**src/hw/rtl/nlas_pkg.sv**
```systemverilog
// ----------------------------------------------------------------------------
// nlas_pkg
// Shared constants and types for the nested list argument splitter.
// ----------------------------------------------------------------------------
package nlas_pkg;

   localparam logic [7:0] CHAR_NUL       = 8'h00;
   localparam logic [7:0] CHAR_SPACE     = 8'h20;
   localparam logic [7:0] CHAR_QUOTE     = 8'h22;
   localparam logic [7:0] CHAR_COMMA     = 8'h2C;
   localparam logic [7:0] CHAR_BACKSLASH = 8'h5C;

   localparam logic [7:0] OPEN_CHAR_RESET  = 8'd60;
   localparam logic [7:0] CLOSE_CHAR_RESET = 8'd62;

   localparam logic [1:0] ST_OK    = 2'd0;
   localparam logic [1:0] ST_CLOSE = 2'd1;
   localparam logic [1:0] ST_OPEN  = 2'd2;
   localparam logic [1:0] ST_QUOTE = 2'd3;

   localparam logic CSR_OPEN_CHAR  = 1'b0;
   localparam logic CSR_CLOSE_CHAR = 1'b1;

   typedef struct packed {
      logic [15:0] arg_start;
      logic [15:0] arg_length;
      logic [1:0]  status;
      logic        list_end;
   } rsp_type;

   typedef struct packed {
      logic [7:0] open_char;
      logic [7:0] close_char;
   } delim_type;

endpackage

```
**src/hw/rtl/nlas_parse.sv**
```systemverilog
// ----------------------------------------------------------------------------
// nlas_parse
// Parser state and per-character next-state logic; one character per cycle while step is high.
// ----------------------------------------------------------------------------
module nlas_parse import nlas_pkg::*; #(
   parameter int unsigned      MAX_DEPTH = 255,
   parameter int unsigned      DEPTH_W   = 8,
   parameter int unsigned      OFS_W     = 16,
   parameter logic [OFS_W-1:0] OFS_CAP   = '1
) (
   input  logic      clock,
   input  logic      reset,
   input  logic      step,
   input  logic [7:0] char_in,
   input  delim_type delim,
   output logic      emit,
   output rsp_type   result
);

   localparam logic [1:0] MODE_SKIP = 2'd0;
   localparam logic [1:0] MODE_ARG  = 2'd1;
   localparam logic [1:0] MODE_STR  = 2'd2;
   localparam logic [1:0] MODE_ESC  = 2'd3;

   localparam logic [DEPTH_W-1:0] DEPTH_MAX = DEPTH_W'(MAX_DEPTH);
   localparam logic [DEPTH_W-1:0] DEPTH_ONE = DEPTH_W'(1);

   logic [1:0]         mode_ff, mode_in;
   logic [DEPTH_W-1:0] depth_ff, depth_in;
   logic [OFS_W-1:0]   trail_ff, trail_in;
   logic [OFS_W-1:0]   ofs_ff, ofs_in;
   logic [OFS_W-1:0]   start_ff, start_in;
   logic               discard_ff, discard_in;

   logic [OFS_W-1:0] ofs_inc;
   logic [OFS_W-1:0] trail_nxt;
   logic [OFS_W-1:0] span;
   logic [OFS_W-1:0] len;
   logic             tail;
   logic             is_nul;

   always_comb begin
      ofs_inc   = (ofs_ff < OFS_CAP) ? ofs_ff + OFS_W'(1) : ofs_ff;
      trail_nxt = (char_in == CHAR_SPACE) ?
                  ((trail_ff < OFS_CAP) ? trail_ff + OFS_W'(1) : trail_ff) : '0;
      span      = ofs_ff - start_ff;
      if (ofs_ff < start_ff || trail_ff > span) begin
         len = '0;
      end else begin
         len = span - trail_ff;
      end
      is_nul = (char_in == CHAR_NUL);
   end

   always_comb begin
      mode_in    = mode_ff;
      depth_in   = depth_ff;
      trail_in   = trail_ff;
      ofs_in     = ofs_ff;
      start_in   = start_ff;
      discard_in = discard_ff;
      emit       = 1'b0;
      tail       = 1'b0;
      result.arg_start  = 16'(start_ff);
      result.arg_length = 16'd0;
      result.status     = ST_OK;
      result.list_end   = 1'b0;

      if (discard_ff) begin
         if (is_nul) begin
            mode_in    = MODE_SKIP;
            depth_in   = '0;
            trail_in   = '0;
            ofs_in     = '0;
            start_in   = '0;
            discard_in = 1'b0;
         end
      end else begin
         unique case (mode_ff)
            MODE_SKIP: begin
               if (char_in == CHAR_SPACE) begin
                  tail = 1'b1;
               end else if (char_in == CHAR_QUOTE) begin
                  start_in = ofs_ff;
                  mode_in  = MODE_STR;
                  tail     = 1'b1;
               end else if (char_in == CHAR_COMMA) begin
                  emit             = 1'b1;
                  result.arg_start = 16'(ofs_ff);
                  mode_in          = MODE_SKIP;
                  depth_in         = '0;
                  trail_in         = '0;
                  ofs_in           = ofs_inc;
               end else if (is_nul) begin
                  emit             = 1'b1;
                  result.arg_start = 16'(ofs_ff);
                  result.list_end  = 1'b1;
                  mode_in          = MODE_SKIP;
                  depth_in         = '0;
                  trail_in         = '0;
                  ofs_in           = '0;
                  start_in         = '0;
               end else if (char_in == delim.open_char) begin
                  start_in = ofs_ff;
                  depth_in = DEPTH_ONE;
                  mode_in  = MODE_ARG;
                  tail     = 1'b1;
               end else if (char_in == delim.close_char) begin
                  emit             = 1'b1;
                  result.arg_start = 16'(ofs_ff);
                  result.status    = ST_CLOSE;
                  result.list_end  = 1'b1;
                  mode_in          = MODE_SKIP;
                  depth_in         = '0;
                  trail_in         = '0;
                  discard_in       = 1'b1;
               end else begin
                  start_in = ofs_ff;
                  mode_in  = MODE_ARG;
                  tail     = 1'b1;
               end
            end
            MODE_ARG: begin
               if (char_in == CHAR_QUOTE) begin
                  mode_in = MODE_STR;
                  tail    = 1'b1;
               end else if (char_in == CHAR_COMMA || is_nul) begin
                  emit            = 1'b1;
                  result.list_end = is_nul;
                  mode_in         = MODE_SKIP;
                  depth_in        = '0;
                  trail_in        = '0;
                  if (depth_ff != '0) begin
                     result.status   = ST_OPEN;
                     result.list_end = 1'b1;
                     if (is_nul) begin
                        ofs_in   = '0;
                        start_in = '0;
                     end else begin
                        discard_in = 1'b1;
                     end
                  end else begin
                     result.arg_length = 16'(len);
                     if (is_nul) begin
                        ofs_in   = '0;
                        start_in = '0;
                     end else begin
                        ofs_in = ofs_inc;
                     end
                  end
               end else if (char_in == delim.open_char) begin
                  if (depth_ff < DEPTH_MAX) begin
                     depth_in = depth_ff + DEPTH_ONE;
                  end
                  tail = 1'b1;
               end else if (char_in == delim.close_char) begin
                  if (depth_ff == '0) begin
                     emit            = 1'b1;
                     result.status   = ST_CLOSE;
                     result.list_end = 1'b1;
                     mode_in         = MODE_SKIP;
                     trail_in        = '0;
                     discard_in      = 1'b1;
                  end else begin
                     depth_in = depth_ff - DEPTH_ONE;
                     tail     = 1'b1;
                  end
               end else begin
                  tail = 1'b1;
               end
            end
            MODE_STR, MODE_ESC: begin
               if (is_nul) begin
                  emit            = 1'b1;
                  result.status   = ST_QUOTE;
                  result.list_end = 1'b1;
                  mode_in         = MODE_SKIP;
                  depth_in        = '0;
                  trail_in        = '0;
                  ofs_in          = '0;
                  start_in        = '0;
               end else begin
                  tail = 1'b1;
                  if (mode_ff == MODE_ESC) begin
                     mode_in = MODE_STR;
                  end else if (char_in == CHAR_QUOTE) begin
                     mode_in = MODE_ARG;
                  end else if (char_in == CHAR_BACKSLASH) begin
                     mode_in = MODE_ESC;
                  end
               end
            end
            default: begin
               mode_in = MODE_SKIP;
            end
         endcase
      end

      if (tail) begin
         trail_in = trail_nxt;
         ofs_in   = ofs_inc;
      end
   end

   always_ff @(posedge clock) begin
      if (reset) begin
         mode_ff    <= MODE_SKIP;
         depth_ff   <= '0;
         trail_ff   <= '0;
         ofs_ff     <= '0;
         start_ff   <= '0;
         discard_ff <= 1'b0;
      end else if (step) begin
         mode_ff    <= mode_in;
         depth_ff   <= depth_in;
         trail_ff   <= trail_in;
         ofs_ff     <= ofs_in;
         start_ff   <= start_in;
         discard_ff <= discard_in;
      end
   end

endmodule

```
**src/hw/rtl/nested_list_argument_splitter_core.sv**
```systemverilog
// ----------------------------------------------------------------------------
// nested_list_argument_splitter_core
// Splits a NUL-terminated character stream at top-level commas and reports
// each argument's start offset and trimmed length, with nesting and quotes.
// ----------------------------------------------------------------------------
//  channel  | ports                                  | carries
//  req      | req_valid, req_stall, req_char_in      | one character
//  rsp      | rsp_valid, rsp_stall, rsp_arg_start,   | one argument or error
//           | rsp_arg_length, rsp_status, rsp_list_end|
//  csr      | csr_write_enable, csr_index, csr_write_data | open/close chars
//
//  One character per cycle while the result register is free; each character is
//  held in the input register, then its result in the result register.
//  The parser state advances once per character, when the result register is free.
//  A stalled result holds the input stage; characters without a result pass
//  as soon as the result register is free.
//  Reset is synchronous; it clears all control state and restores the default
//  open and close characters.
// ----------------------------------------------------------------------------
module nested_list_argument_splitter_core import nlas_pkg::*; #(
   parameter longint unsigned MAX_LEN   = 65536,
   parameter int unsigned     MAX_DEPTH = 255
) (
   input  logic        clock,
   input  logic        reset,
   input  logic        req_valid,
   output logic        req_stall,
   input  logic [7:0]  req_char_in,
   output logic        rsp_valid,
   input  logic        rsp_stall,
   output logic [15:0] rsp_arg_start,
   output logic [15:0] rsp_arg_length,
   output logic [1:0]  rsp_status,
   output logic        rsp_list_end,
   input  logic        csr_write_enable,
   input  logic        csr_index,
   input  logic [7:0]  csr_write_data
);

   localparam int unsigned OFS_W = (MAX_LEN >= 64'd65536) ? 16 : $clog2(MAX_LEN);
   localparam logic [OFS_W-1:0] OFS_CAP =
      (MAX_LEN >= 64'd65536) ? '1 : OFS_W'(MAX_LEN - 64'd1);
   localparam int unsigned DEPTH_W = $clog2(MAX_DEPTH + 1);

   delim_type  delim_ff, delim_in;
   logic       in_valid_ff, in_valid_in;
   logic [7:0] char_ff, char_in;
   logic       out_valid_ff, out_valid_in;
   rsp_type    out_ff, out_in;
   logic       out_free;
   logic       step;
   logic       emit;
   rsp_type    result;

   always_comb begin
      delim_in = delim_ff;
      if (csr_write_enable) begin
         unique case (csr_index)
            CSR_OPEN_CHAR:  delim_in.open_char  = csr_write_data;
            CSR_CLOSE_CHAR: delim_in.close_char = csr_write_data;
            default:        delim_in = delim_ff;
         endcase
      end
   end

   assign out_free  = !out_valid_ff || !rsp_stall;
   assign step      = in_valid_ff && out_free;
   assign req_stall = in_valid_ff && !out_free;

   always_comb begin
      in_valid_in = in_valid_ff;
      char_in     = char_ff;
      if (req_valid && !req_stall) begin
         in_valid_in = 1'b1;
         char_in     = req_char_in;
      end else if (step) begin
         in_valid_in = 1'b0;
      end

      out_valid_in = out_valid_ff;
      out_in       = out_ff;
      if (step && emit) begin
         out_valid_in = 1'b1;
         out_in       = result;
      end else if (out_valid_ff && !rsp_stall) begin
         out_valid_in = 1'b0;
      end
   end

   nlas_parse #(
      .MAX_DEPTH (MAX_DEPTH),
      .DEPTH_W   (DEPTH_W),
      .OFS_W     (OFS_W),
      .OFS_CAP   (OFS_CAP)
   ) u_parse (
      .clock   (clock),
      .reset   (reset),
      .step    (step),
      .char_in (char_ff),
      .delim   (delim_ff),
      .emit    (emit),
      .result  (result)
   );

   always_ff @(posedge clock) begin
      if (reset) begin
         delim_ff.open_char  <= OPEN_CHAR_RESET;
         delim_ff.close_char <= CLOSE_CHAR_RESET;
         in_valid_ff         <= 1'b0;
         out_valid_ff        <= 1'b0;
      end else begin
         delim_ff     <= delim_in;
         in_valid_ff  <= in_valid_in;
         out_valid_ff <= out_valid_in;
      end
   end

   always_ff @(posedge clock) begin
      char_ff <= char_in;
      out_ff  <= out_in;
   end

   assign rsp_valid      = out_valid_ff;
   assign rsp_arg_start  = out_ff.arg_start;
   assign rsp_arg_length = out_ff.arg_length;
   assign rsp_status     = out_ff.status;
   assign rsp_list_end   = out_ff.list_end;

`ifndef NO_ASSERTIONS
   a_err_ends_list: assert property (@(posedge clock) disable iff (reset)
      rsp_valid && rsp_status != ST_OK |-> rsp_list_end && rsp_arg_length == 16'd0)
      else $error("error transaction without list end or with nonzero length");

   a_mid_ok: assert property (@(posedge clock) disable iff (reset)
      rsp_valid && !rsp_list_end |-> rsp_status == ST_OK)
      else $error("non-final transaction carries an error status");

   a_accept_fills: assert property (@(posedge clock) disable iff (reset)
      req_valid && !req_stall |=> in_valid_ff && char_ff == $past(req_char_in))
      else $error("accepted transaction not held in input register");

   a_hold_on_stall: assert property (@(posedge clock) disable iff (reset)
      rsp_valid && rsp_stall |=> rsp_valid && $stable(out_ff))
      else $error("stalled result changed");
`endif

endmodule

```
**config.mk**
```make
export PLATFORM = sky130hd
export DESIGN_NAME = nested_list_argument_splitter_core
export DESIGN_NICKNAME = d
export VERILOG_FILES = /design/src/hw/rtl/nlas_pkg.sv /design/src/hw/rtl/nlas_parse.sv /design/src/hw/rtl/nested_list_argument_splitter_core.sv
export SDC_FILE = /design/constraint.sdc
export NUM_CORES = 1
export LEC_CHECK = 0
export BUFFER_PORTS_ARGS = -buffer_cell sky130_fd_sc_hd__clkbuf_2
export CORE_MARGIN = 2
export CORE_UTILIZATION = 45
export DETAILED_ROUTE_END_ITERATION = 10
export PLACE_DENSITY = 0.71
export RECOVER_POWER = 50
export SLEW_MARGIN = 40
export SYNTH_ARGS = -nofsm -noshare
export SYNTH_HDL_FRONTEND = slang
export SYNTH_HIERARCHICAL = 1
export SYNTH_SLANG_ARGS = --single-unit
```
**constraint.sdc**
```tcl
create_clock -name clock -period 7.8 [get_ports clock]
set_clock_uncertainty 0.2 [all_clocks]
set_input_delay 0.78 -clock clock [delete_from_list [all_inputs] [get_ports clock]]
set_output_delay 0.78 -clock clock [all_outputs]
set_load 0.005 [all_outputs]
```
==> impl_metrics.yaml, run 1 <==
cts:
  post_cts_resized: 0
  cts_hold_buf: 0
  root_buffer: "clkbuf_16"
  cts_setup_buffers: 0
  cts_buffers: 17
  clk_latency_ns: 0.42
  clk_pin_slew_ns: 0.06
  tritoncts: "yes"
  clock-sinks: 120
  clock_path_buffers: 2
  cts-htree-levels: 4
setup_path:
  cp-end-kind: "flip-flop"
  crit_path_max_incr_delay_ns: 2.08
  critPathKind: "flip-flop to flip-flop"
  crit_fanout: 24
  cp_slowest_cell: "o21ai_0"
  arrival_ns: 4.91
  rrSetupSlack_ns: 2.69
  reg2reg_depth: 6
  cp_cell_sequence: "xnor2_1 -> nand4_1 -> o211ai_1 -> nor2_1 -> o21ai_0 -> o21ai_0"
  cp-start-kind: "flip-flop"
  cpMostUsedCell: "o21ai_0"
  rr_endpoint: "rsp_arg_start[4]"
  r2r_start: "char_ff[1]"
  cp.required_ns: 7.60
drt:
  first_iter_violations: 887
  vias: 7415
  dr.pass1.iters: 6
  wl_per_cell_um: 17.3
  drcViolationCount: 0
  vias_per_cell: 6.08
  detail-route-antenna-nets: 0
  postRouteWirelength_mm: 21.2
logic_synthesis:
  synthMuxAreaShare: 0.0310
  synthCells: 939
  syn_nets: 1004
  synth-simple-area-share: 0.213
  synth_compound_area_frac: 0.239
  ys_async_sr_fraction: 0
  ys_dominant_reg_cell: "dfxtp_1"
  avgSynthCellArea_sq_um: 8.63
  yosysSeqAreaShare: 0.349
  yosysUniqueCellTypes: 80
  yosys_register_bits: 120
  synth_fa_ha_area_frac: 0.0691
  synth_xor_area_frac: 0.0411
  synth_area_sq_um: 8110
  synth_edf_count: 43
  synth_top_family_by_area: "compound AO/OA/AOI/OAI gates"
  yosys_warnings: 6
placement:
  dp_hpwl_mm: 15.2
  place_area_sq_um: 8540
  port-buffer-count: 58
  place.gp.congestion: 0.919
min_path:
  worstHoldPathCells: 2
  holdCritPathClass: "flip-flop to flip-flop"
  holdPathEnd: "delim_ff[15]"
  min-delay-start: "delim_ff[15]"
floorplan:
  start_util: 0.454
  rows: 49
  die_area_sq_um: 19100
  pin_count: 59
  core-area_sq_um: 17800
  die_y_um: 138
  die_w_um: 138
final_layout:
  drive_gt1_frac: 0.129
  layout_commonest_cell: "nor2_1"
  syn2layout_area_growth_pct: 11.9
  finalInstanceArea_sq_um: 9070
  fill_cells: 1673
  layout_common_cells: "nor2_1 (79), dfxtp_1 (77), inv_1 (64)"
  num-nets-final: 1043
  antenna_cells: 0
power_and_ir_drop:
  p_per_area_nw_per_um2: 208
  total_power_mw: 1.88
  p_leak_nw: 3.24
  irDropWorstVdd_uv: 181
sta:
  finalSetupViolCount: 0
  rsz0062_at_grt: "no"
  hold_viol: 0
  min_period_over_period: 0.656
  finalCriticalPeriod_ns: 5.11
  fin_tns_setup_ns: 0
  worst_pin_slew_ns: 3.05
  maxSlewHeadroom: -1.03
  whs_ns: 0.288
  max_clock_freq_ghz: 0.196
  slew_viol_final: 94
global_routing:
  grt_util_all_layers: 0.221
  antenna_found_initial: 0
  grt_pass1_vias: 6856
  grt_start_max_net_pins: 69
  grt_overflow_total: 0
  grt_pass1_wl_mm: 34.9
status:
  status: "finished, violations left"
  violations: "capacitance limit, slew limit"
job:
  cap_violations: 2
==> cell families after synthesis <==
logic type / count (synthesis)
buffers and inverters: 108
AND/OR/NAND/NOR: 326
multiplexers: 24
flip-flops: 120
adder cells (fa/ha/maj): 43
XOR/XNOR: 38
AO/OA/AOI/OAI: 280
==> metrics by stage <==
step / instances / utilization / setup slack (ns)
4_1_cts: 1220 / 0.510 / 3.53
2_1_floorplan: 939 / - / 3.47
3_5_place_dp: 1188 / 0.478 / 3.57
3_3_place_gp: 1187 / 0.477 / 3.65
6_report: 1220 / 0.508 / 2.69
5_1_grt: 1220 / 0.508 / 2.26
==> Yosys cell counts (all sizes together), types with 10 or more instances <==
master | n | area, sq um
a21oi | 52 | 260
a22oi | 18 | 135
a31oi | 24 | 150
buf | 16 | 119
clkbuf | 28 | 105
dfxtp | 77 | 1540
edfxtp | 43 | 1290
ha | 40 | 500
inv | 64 | 240
mux2i | 15 | 150
nand2 | 59 | 239
nand2b | 21 | 131
nand3 | 38 | 190
nand4 | 17 | 106
nor2 | 80 | 300
nor3 | 26 | 135
nor4 | 27 | 175
o211ai | 12 | 90.1
o21a | 18 | 135
o21ai | 55 | 294
o22ai | 16 | 119
or2 | 10 | 62.6
xnor2 | 21 | 184
xor2 | 17 | 149
==> layout make-up <==
type / count / area, sq um / area share
Clock buffer: 18 / 429 / 0.0473
Inverter: 64 / 240 / 0.0265
Multi-Input combinational cell: 711 / 4840 / 0.534
Timing Repair Buffer: 64 / 312 / 0.0343
Clock inverter: 14 / 128 / 0.0141
Sequential cell: 120 / 2830 / 0.312
Tap cell: 229 / 287 / 0.0316
==> state kept, by name (all words and copies together), names as in the netlist <==
signal and count:
delim_ff 16, rsp_arg_length 16, rsp_arg_start 16, u_parse/ofs_ff 16, u_parse/start_ff 16, u_parse/trail_ff 16, char_ff 8, u_parse/depth_ff 8
rsp_status 2, u_parse/mode_ff 2, in_valid_ff 1, rsp_list_end 1, rsp_valid 1, u_parse/discard_ff 1
==> worst max-delay path, delay by kind of cell (launching register included) <==
| family | cells | cell delay, ns |
|---|---|---|
| AOI/OAI and AO/OA | 3 | 3.30 |
| and+or+nand+nor | 2 | 0.34 |
| DFF | 1 | 0.60 |
| xor gates and xnor gates | 1 | 0.24 |
==> metal layers <==
layer  wire, um  track usage  up-vias
met1       9510        0.301     3470
met2       9890        0.357      295
met5          0            0        -
li1           -            -     3616
met4        399       0.0666        0
met3       1370       0.0416       34
==> worst max-delay path by stage <==
| stage | startpoint | to |
|---|---|---|
| after floorplan | char_ff[4] | rsp_arg_length[0] |
| after global placement | u_parse/ofs_ff[6] | rsp_arg_length[15] |
| after detailed placement | u_parse/ofs_ff[6] | rsp_arg_length[14] |
| after CTS | u_parse/ofs_ff[2] | rsp_arg_length[15] |
| after global routing | char_ff[1] | rsp_arg_start[4] |
| final | char_ff[1] | rsp_arg_start[4] |
==> report_power, final <==
part | internal, mW | switching [mW]
Sequential | 0.662 | 0.0180
Clock | 0.439 | 0.304
Combinational | 0.187 | 0.273
Total | 1.29 | 0.595
Note: power is estimated with default switching activity, not from simulation.
==> run 2: changes to the inputs <==
- PLACE_DENSITY: 0.71 -> 0.74
- clock period: 7.8 -> 4.2 ns (I/O delays scaled with it)
==> impl_metrics.yaml, run 2 (synthesized netlist as in run 1, its figures left out) <==
status:
  status: "finished, violations left"
  violations: "capacitance limit, slew limit"
setup_path:
  rr_endpoint: "rsp_arg_length[15]"
  reg2reg_depth: 15
  arrival_ns: 4.19
  cp-end-kind: "flip-flop"
  cp.required_ns: 4.20
  cp_cell_sequence: "inv_1 -> ha_1 -> fa_2 -> nor2b_2 -> o31a_1 -> o221a_2 -> nor2_1 -> xnor2_1 -> ha_1 -> or2_2 -> a21oi_2 -> a211oi_2 -> nor4_1 -> o211ai_1 -> a2111oi_4"
  critPathKind: "flip-flop to flip-flop"
  cp-start-kind: "flip-flop"
  rrSetupSlack_ns: 0.007
  r2r_start: "u_parse/ofs_ff[0]"
  crit_fanout: 3
  crit_path_max_incr_delay_ns: 0.42
  cpMostUsedCell: "ha_1"
  cp_slowest_cell: "a2111oi_4"
min_path:
  min-delay-start: "req_valid"
  worstHoldPathCells: 3
  holdPathEnd: "in_valid_ff"
  holdCritPathClass: "input pin to flip-flop"
sta:
  fin_tns_setup_ns: 0
  worst_pin_slew_ns: 1.61
  finalCriticalPeriod_ns: 4.19
  finalSetupViolCount: 0
  setup_slack_ns: 0.00665
  max_clock_freq_ghz: 0.238
  hold_viol: 0
  slew_viol_final: 39
  min_period_over_period: 0.998
  maxSlewHeadroom: -0.0755
power_and_ir_drop:
  p_per_area_nw_per_um2: 389
  total_power_mw: 3.70
  irDropWorstVdd_uv: 376
  p_leak_nw: 3.45
cts:
  clock_path_buffers: 2
  cts_buffers: 17
  clk_latency_ns: 0.42
  root_buffer: "clkbuf_16"
  clk_pin_slew_ns: 0.06
  cts-htree-levels: 4
  tritoncts: "yes"
  clock-sinks: 120
floorplan:
  die_y_um: 138
  die_area_sq_um: 19100
  start_util: 0.454
  die_w_um: 138
  pin_count: 59
  core-area_sq_um: 17800
  rows: 49
drt:
  wl_per_cell_um: 17.9
  drcViolationCount: 0
  vias: 7729
  detail-route-antenna-nets: 0
  postRouteWirelength_mm: 22.6
  first_iter_violations: 887
  dr.pass1.iters: 6
  vias_per_cell: 6.14
placement:
  dp_hpwl_mm: 15.9
  port-buffer-count: 58
  place.gp.congestion: 0.959
  pre_cts_ws_ns: -0.0293
final_layout:
  layout_commonest_cell: "nor2_1"
  antenna_cells: 0
  num-nets-final: 1082
  syn2layout_area_growth_pct: 17.3
  layout_common_cells: "nor2_1 (79), dfxtp_1 (72), inv_1 (64)"
  drive_gt1_frac: 0.175
global_routing:
  grt_overflow_total: 0
  grt_start_max_net_pins: 39
  antenna_found_initial: 0
  grt_pass1_wl_mm: 36.3
  grt_util_all_layers: 0.230
  grt_pass1_vias: 7221
job:
  cap_violations: 1
==> run 2: cell types whose count changed in the layout (fill, tap and decap cells not counted), sizes merged <==
| cell | change |
|---|---|
| clkinvlp | +1 |
| buf | +29 |
| clkbuf | +3 |
| clkinv | -3 |
| inv | +1 |
| dlygate4sd3 | +8 |
==> run 2: what timing repair did <==
item,in CTS,in global routing
endpoints found under the hold margin,8,0
hold buffers,8,0
setup endpoints to repair,1,16
buffers inserted,0,4
resized for setup,1,24
pin swaps,0,10
==> run 2: layout make-up <==
cell class | instances | area [sq um]
clock inverters | 13 | 120
multi-input cells | 711 | 4930
fillers | 1634 | 8340
repair buffers | 103 | 632
flip-flops and latches | 120 | 2840
inverters | 64 | 240
well taps | 229 | 287
clock buffers | 19 | 454
==> run 2: report_power, final <==
group / internal (mW) / switching [mW] / leakage, nW
clock network: 0.851 / 0.561 / 0.265
logic: 0.437 / 0.593 / 2.13
registers: 1.23 / 0.0263 / 1.05
total: 2.52 / 1.18 / 3.45
==> run 2: metrics by stage <==
stage / cells / hold WS (ns) / cell area [sq um] / util
floorplan: 939 / 0.255 / 8110 / -
global placement: 1214 / 0.277 / 8730 / 0.489
detailed placement: 1215 / 0.284 / 8740 / 0.490
CTS: 1255 / 0.0408 / 9400 / 0.527
global route: 1259 / 0.0416 / 9510 / 0.533
finish: 1259 / 0.0457 / 9510 / 0.533
==> run 2: per-layer routing <==
layer,routed length [um],share of wire,track usage,vias to the layer above
li1,-,-,-,3686
met1,9780,0.43,0.303,3640
met2,10600,0.47,0.370,342
met3,1550,0.069,0.0464,61
met4,636,0.028,0.0961,0
met5,0,0,0,-
==> run 2: how the worst max path moves through the flow <==
stage | start | to | slack [ns] | depth (start not counted)
floorplan | u_parse/ofs_ff[5] | rsp_arg_length[11] | 0.30 | 14
global placement | u_parse/start_ff[2] | rsp_arg_length[15] | 0.15 | 15
detailed placement | u_parse/start_ff[2] | rsp_arg_length[15] | -0.03 | 15
CTS | u_parse/start_ff[2] | rsp_arg_length[15] | 0.007 | 15
global route | u_parse/start_ff[1] | rsp_arg_length[15] | -0.18 | 15
finish | u_parse/ofs_ff[0] | rsp_arg_length[15] | 0.007 | 15
==> run 2: critical path: cells and delay by family, from the launching register on <==
| family | cells | cell delay (ns) |
|---|---|---|
| simple gates | 4 | 0.88 |
| compound gates | 6 | 1.38 |
| fa+ha+maj | 3 | 0.91 |
| flops | 1 | 0.32 |
| buf+inv | 1 | 0.05 |
| xor+xnor | 1 | 0.22 |
==> run 3: changes to the inputs <==
- ABC_AREA: default -> 1
- PLACE_DENSITY: 0.74 -> 0.73
==> impl_metrics.yaml, run 3 <==
placement:
  place.gp.congestion: 0.973
  dp_hpwl_mm: 19.9
  port-buffer-count: 58
setup_path:
  reg2reg_depth: 17
  cp-start-kind: "flip-flop"
  crit_fanout: 7
  cp-end-kind: "flip-flop"
  r2r_start: "u_parse/start_ff[4]"
  rrSetupSlack_ns: 0.24
  cp.required_ns: 4.17
  rr_endpoint: "rsp_arg_length[14]"
  arrival_ns: 3.93
  critPathKind: "flip-flop to flip-flop"
final_layout:
  layout_commonest_cell: "nand2_1"
  num-nets-final: 1577
  fill_cells: 1985
  antenna_cells: 0
  layout_common_cells: "nand2_1 (399), nor2_1 (167), inv_1 (148)"
  drive_gt1_frac: 0.0925
  syn2layout_area_growth_pct: 13.8
power_and_ir_drop:
  irDropWorstVdd_uv: 288
  p_leak_nw: 4.70
  p_per_area_nw_per_um2: 377
  total_power_mw: 4.01
logic_synthesis:
  synth_edf_count: 43
  yosys_register_bits: 120
  avgSynthCellArea_sq_um: 6.44
  yosysSeqAreaShare: 0.303
  ys_async_sr_fraction: 0
  yosys_warnings: 6
  yosysUniqueCellTypes: 52
  netlist.area_leader.share: 0.165
  synthTopCellsByArea: "dfxtp_1 (16%), nand2_1 (16%), edfxtp_1 (14%), nor2_1 (6.7%), o21ai_0 (6.5%)"
  syn_nets: 1515
  yosysMostFrequentCell: "nand2_1"
  synthTopCellsByCount: "nand2_1 (397), nor2_1 (166), inv_1 (149)"
  yosysTopAreaCell: "dfxtp_1"
  ys_dominant_reg_cell: "dfxtp_1"
  synth_area_sq_um: 9340
  synthCells: 1450
cts:
  clock-sinks: 120
  clk_pin_slew_ns: 0.06
  root_buffer: "clkbuf_16"
  cts_buffers: 17
  cts-htree-levels: 4
  clk_latency_ns: 0.43
  clock_path_buffers: 2
  tritoncts: "yes"
sta:
  finalSetupViolCount: 0
  worst_pin_slew_ns: 1.69
  slew_viol_final: 31
  whs_ns: 0.0108
  maxSlewHeadroom: -0.123
  max_clock_freq_ghz: 0.252
  hold_viol: 0
  finalCriticalPeriod_ns: 3.96
  min_period_over_period: 0.943
drt:
  first_iter_violations: 1093
  drcViolationCount: 0
  vias_per_cell: 5.52
  detail-route-antenna-nets: 0
  vias: 9913
  postRouteWirelength_mm: 28.4
  wl_per_cell_um: 15.8
  dr.pass1.iters: 6
floorplan:
  pin_count: 59
  rows: 52
  core-area_sq_um: 20300
  die_w_um: 148
  die_area_sq_um: 21900
  die_y_um: 148
  start_util: 0.460
global_routing:
  grt_pass1_vias: 8922
  grt_start_max_net_pins: 36
  grt_util_all_layers: 0.256
  grt_overflow_total: 0
  grt_pass1_wl_mm: 44.9
  antenna_found_initial: 0
status:
  violations: "capacitance limit, slew limit"
  status: "finished, violations left"
min_path:
  holdCritPathClass: "input pin to flip-flop"
  holdPathEnd: "delim_ff[11]"
  min-delay-start: "csr_write_data[3]"
  worstHoldPathCells: 3
job:
  cap_violations: 1
[run 3: critical path, cell delays in order, from the launching register on]
cell     delay [ns]
dfxtp_1        0.36
inv_1          0.05
ha_1           0.42
nand2_1        0.11
nor3_1         0.21
a21oi_2        0.12
o21ai_0        0.27
a31oi_1        0.17
o21ai_0        0.22
xor2_1         0.21
ha_1           0.33
a21oi_1        0.17
o21ai_0        0.13
a21oi_1        0.25
o31ai_4        0.13
nand2_2        0.15
buf_4          0.15
nor2_1         0.04
[run 3: power breakdown]
group,internal (mW),switching [mW]
combinational,0.410,0.752
sequential,1.25,0.0523
clock,0.968,0.580
total,2.63,1.38
[run 3: routing by layer]
layer  track usage  wire [um]  up-vias  part of all wire
met2         0.409      12800      457              0.45
met4         0.101        849        0             0.030
met5             0          0        -                 0
met1         0.341      12200     4501              0.43
met3        0.0531       2450       65             0.086
li1              -          -     4890                 -
[run 3: worst max path at each step]
stage / start / to
floorplan: char_ff[2] / rsp_arg_length[0]
global placement: u_parse/ofs_ff[0] / rsp_arg_length[11]
detailed placement: u_parse/ofs_ff[0] / rsp_arg_length[11]
CTS: u_parse/ofs_ff[0] / rsp_arg_length[11]
global route: u_parse/ofs_ff[0] / rsp_arg_length[14]
finish: u_parse/start_ff[4] / rsp_arg_length[14]
[run 3: cell families (layout without fill, tap and decap cells)]
group                    Yosys count  in the layout  synth area share
AND/OR/NAND/NOR                  766            767             0.355
AO/OA/AOI/OAI                    269            269             0.157
buffers and inverters            218            292            0.0935
flip-flops                       120            120             0.303
adder cells (fa/ha/maj)           43             43            0.0600
XOR/XNOR                          34             34            0.0319
[run 3: timing repair]
item,in CTS,in global routing
hold buffers,9,0
setup endpoints to repair,0,16
hold endpoints to repair,10,0
resized for setup,0,9
setup buffers,0,4
[run 3: through the flow]
stage                     instance area, sq um  setup slack, ns  setup TNS (ns)  cells  utilization
after global routing                     10600          -0.0472         -0.0487   1795        0.524
final                                    10600            0.238               0   1795        0.524
after floorplan                           9340            0.372               0   1450            -
after CTS                                10600           0.0700               0   1790        0.524
after global placement                    9920            0.177               0   1749        0.489
after detailed placement                  9920            0.113               0   1749        0.489
[run 3: layout make-up]
cell class	count	area, sq um	area share
clock buffers	21	493	0.0464
repair buffers	95	566	0.0532
clock inverters	11	133	0.0125
flip-flops and latches	120	2830	0.266
well taps	270	338	0.0318
inverters	165	621	0.0584
multi-input cells	1113	5650	0.531
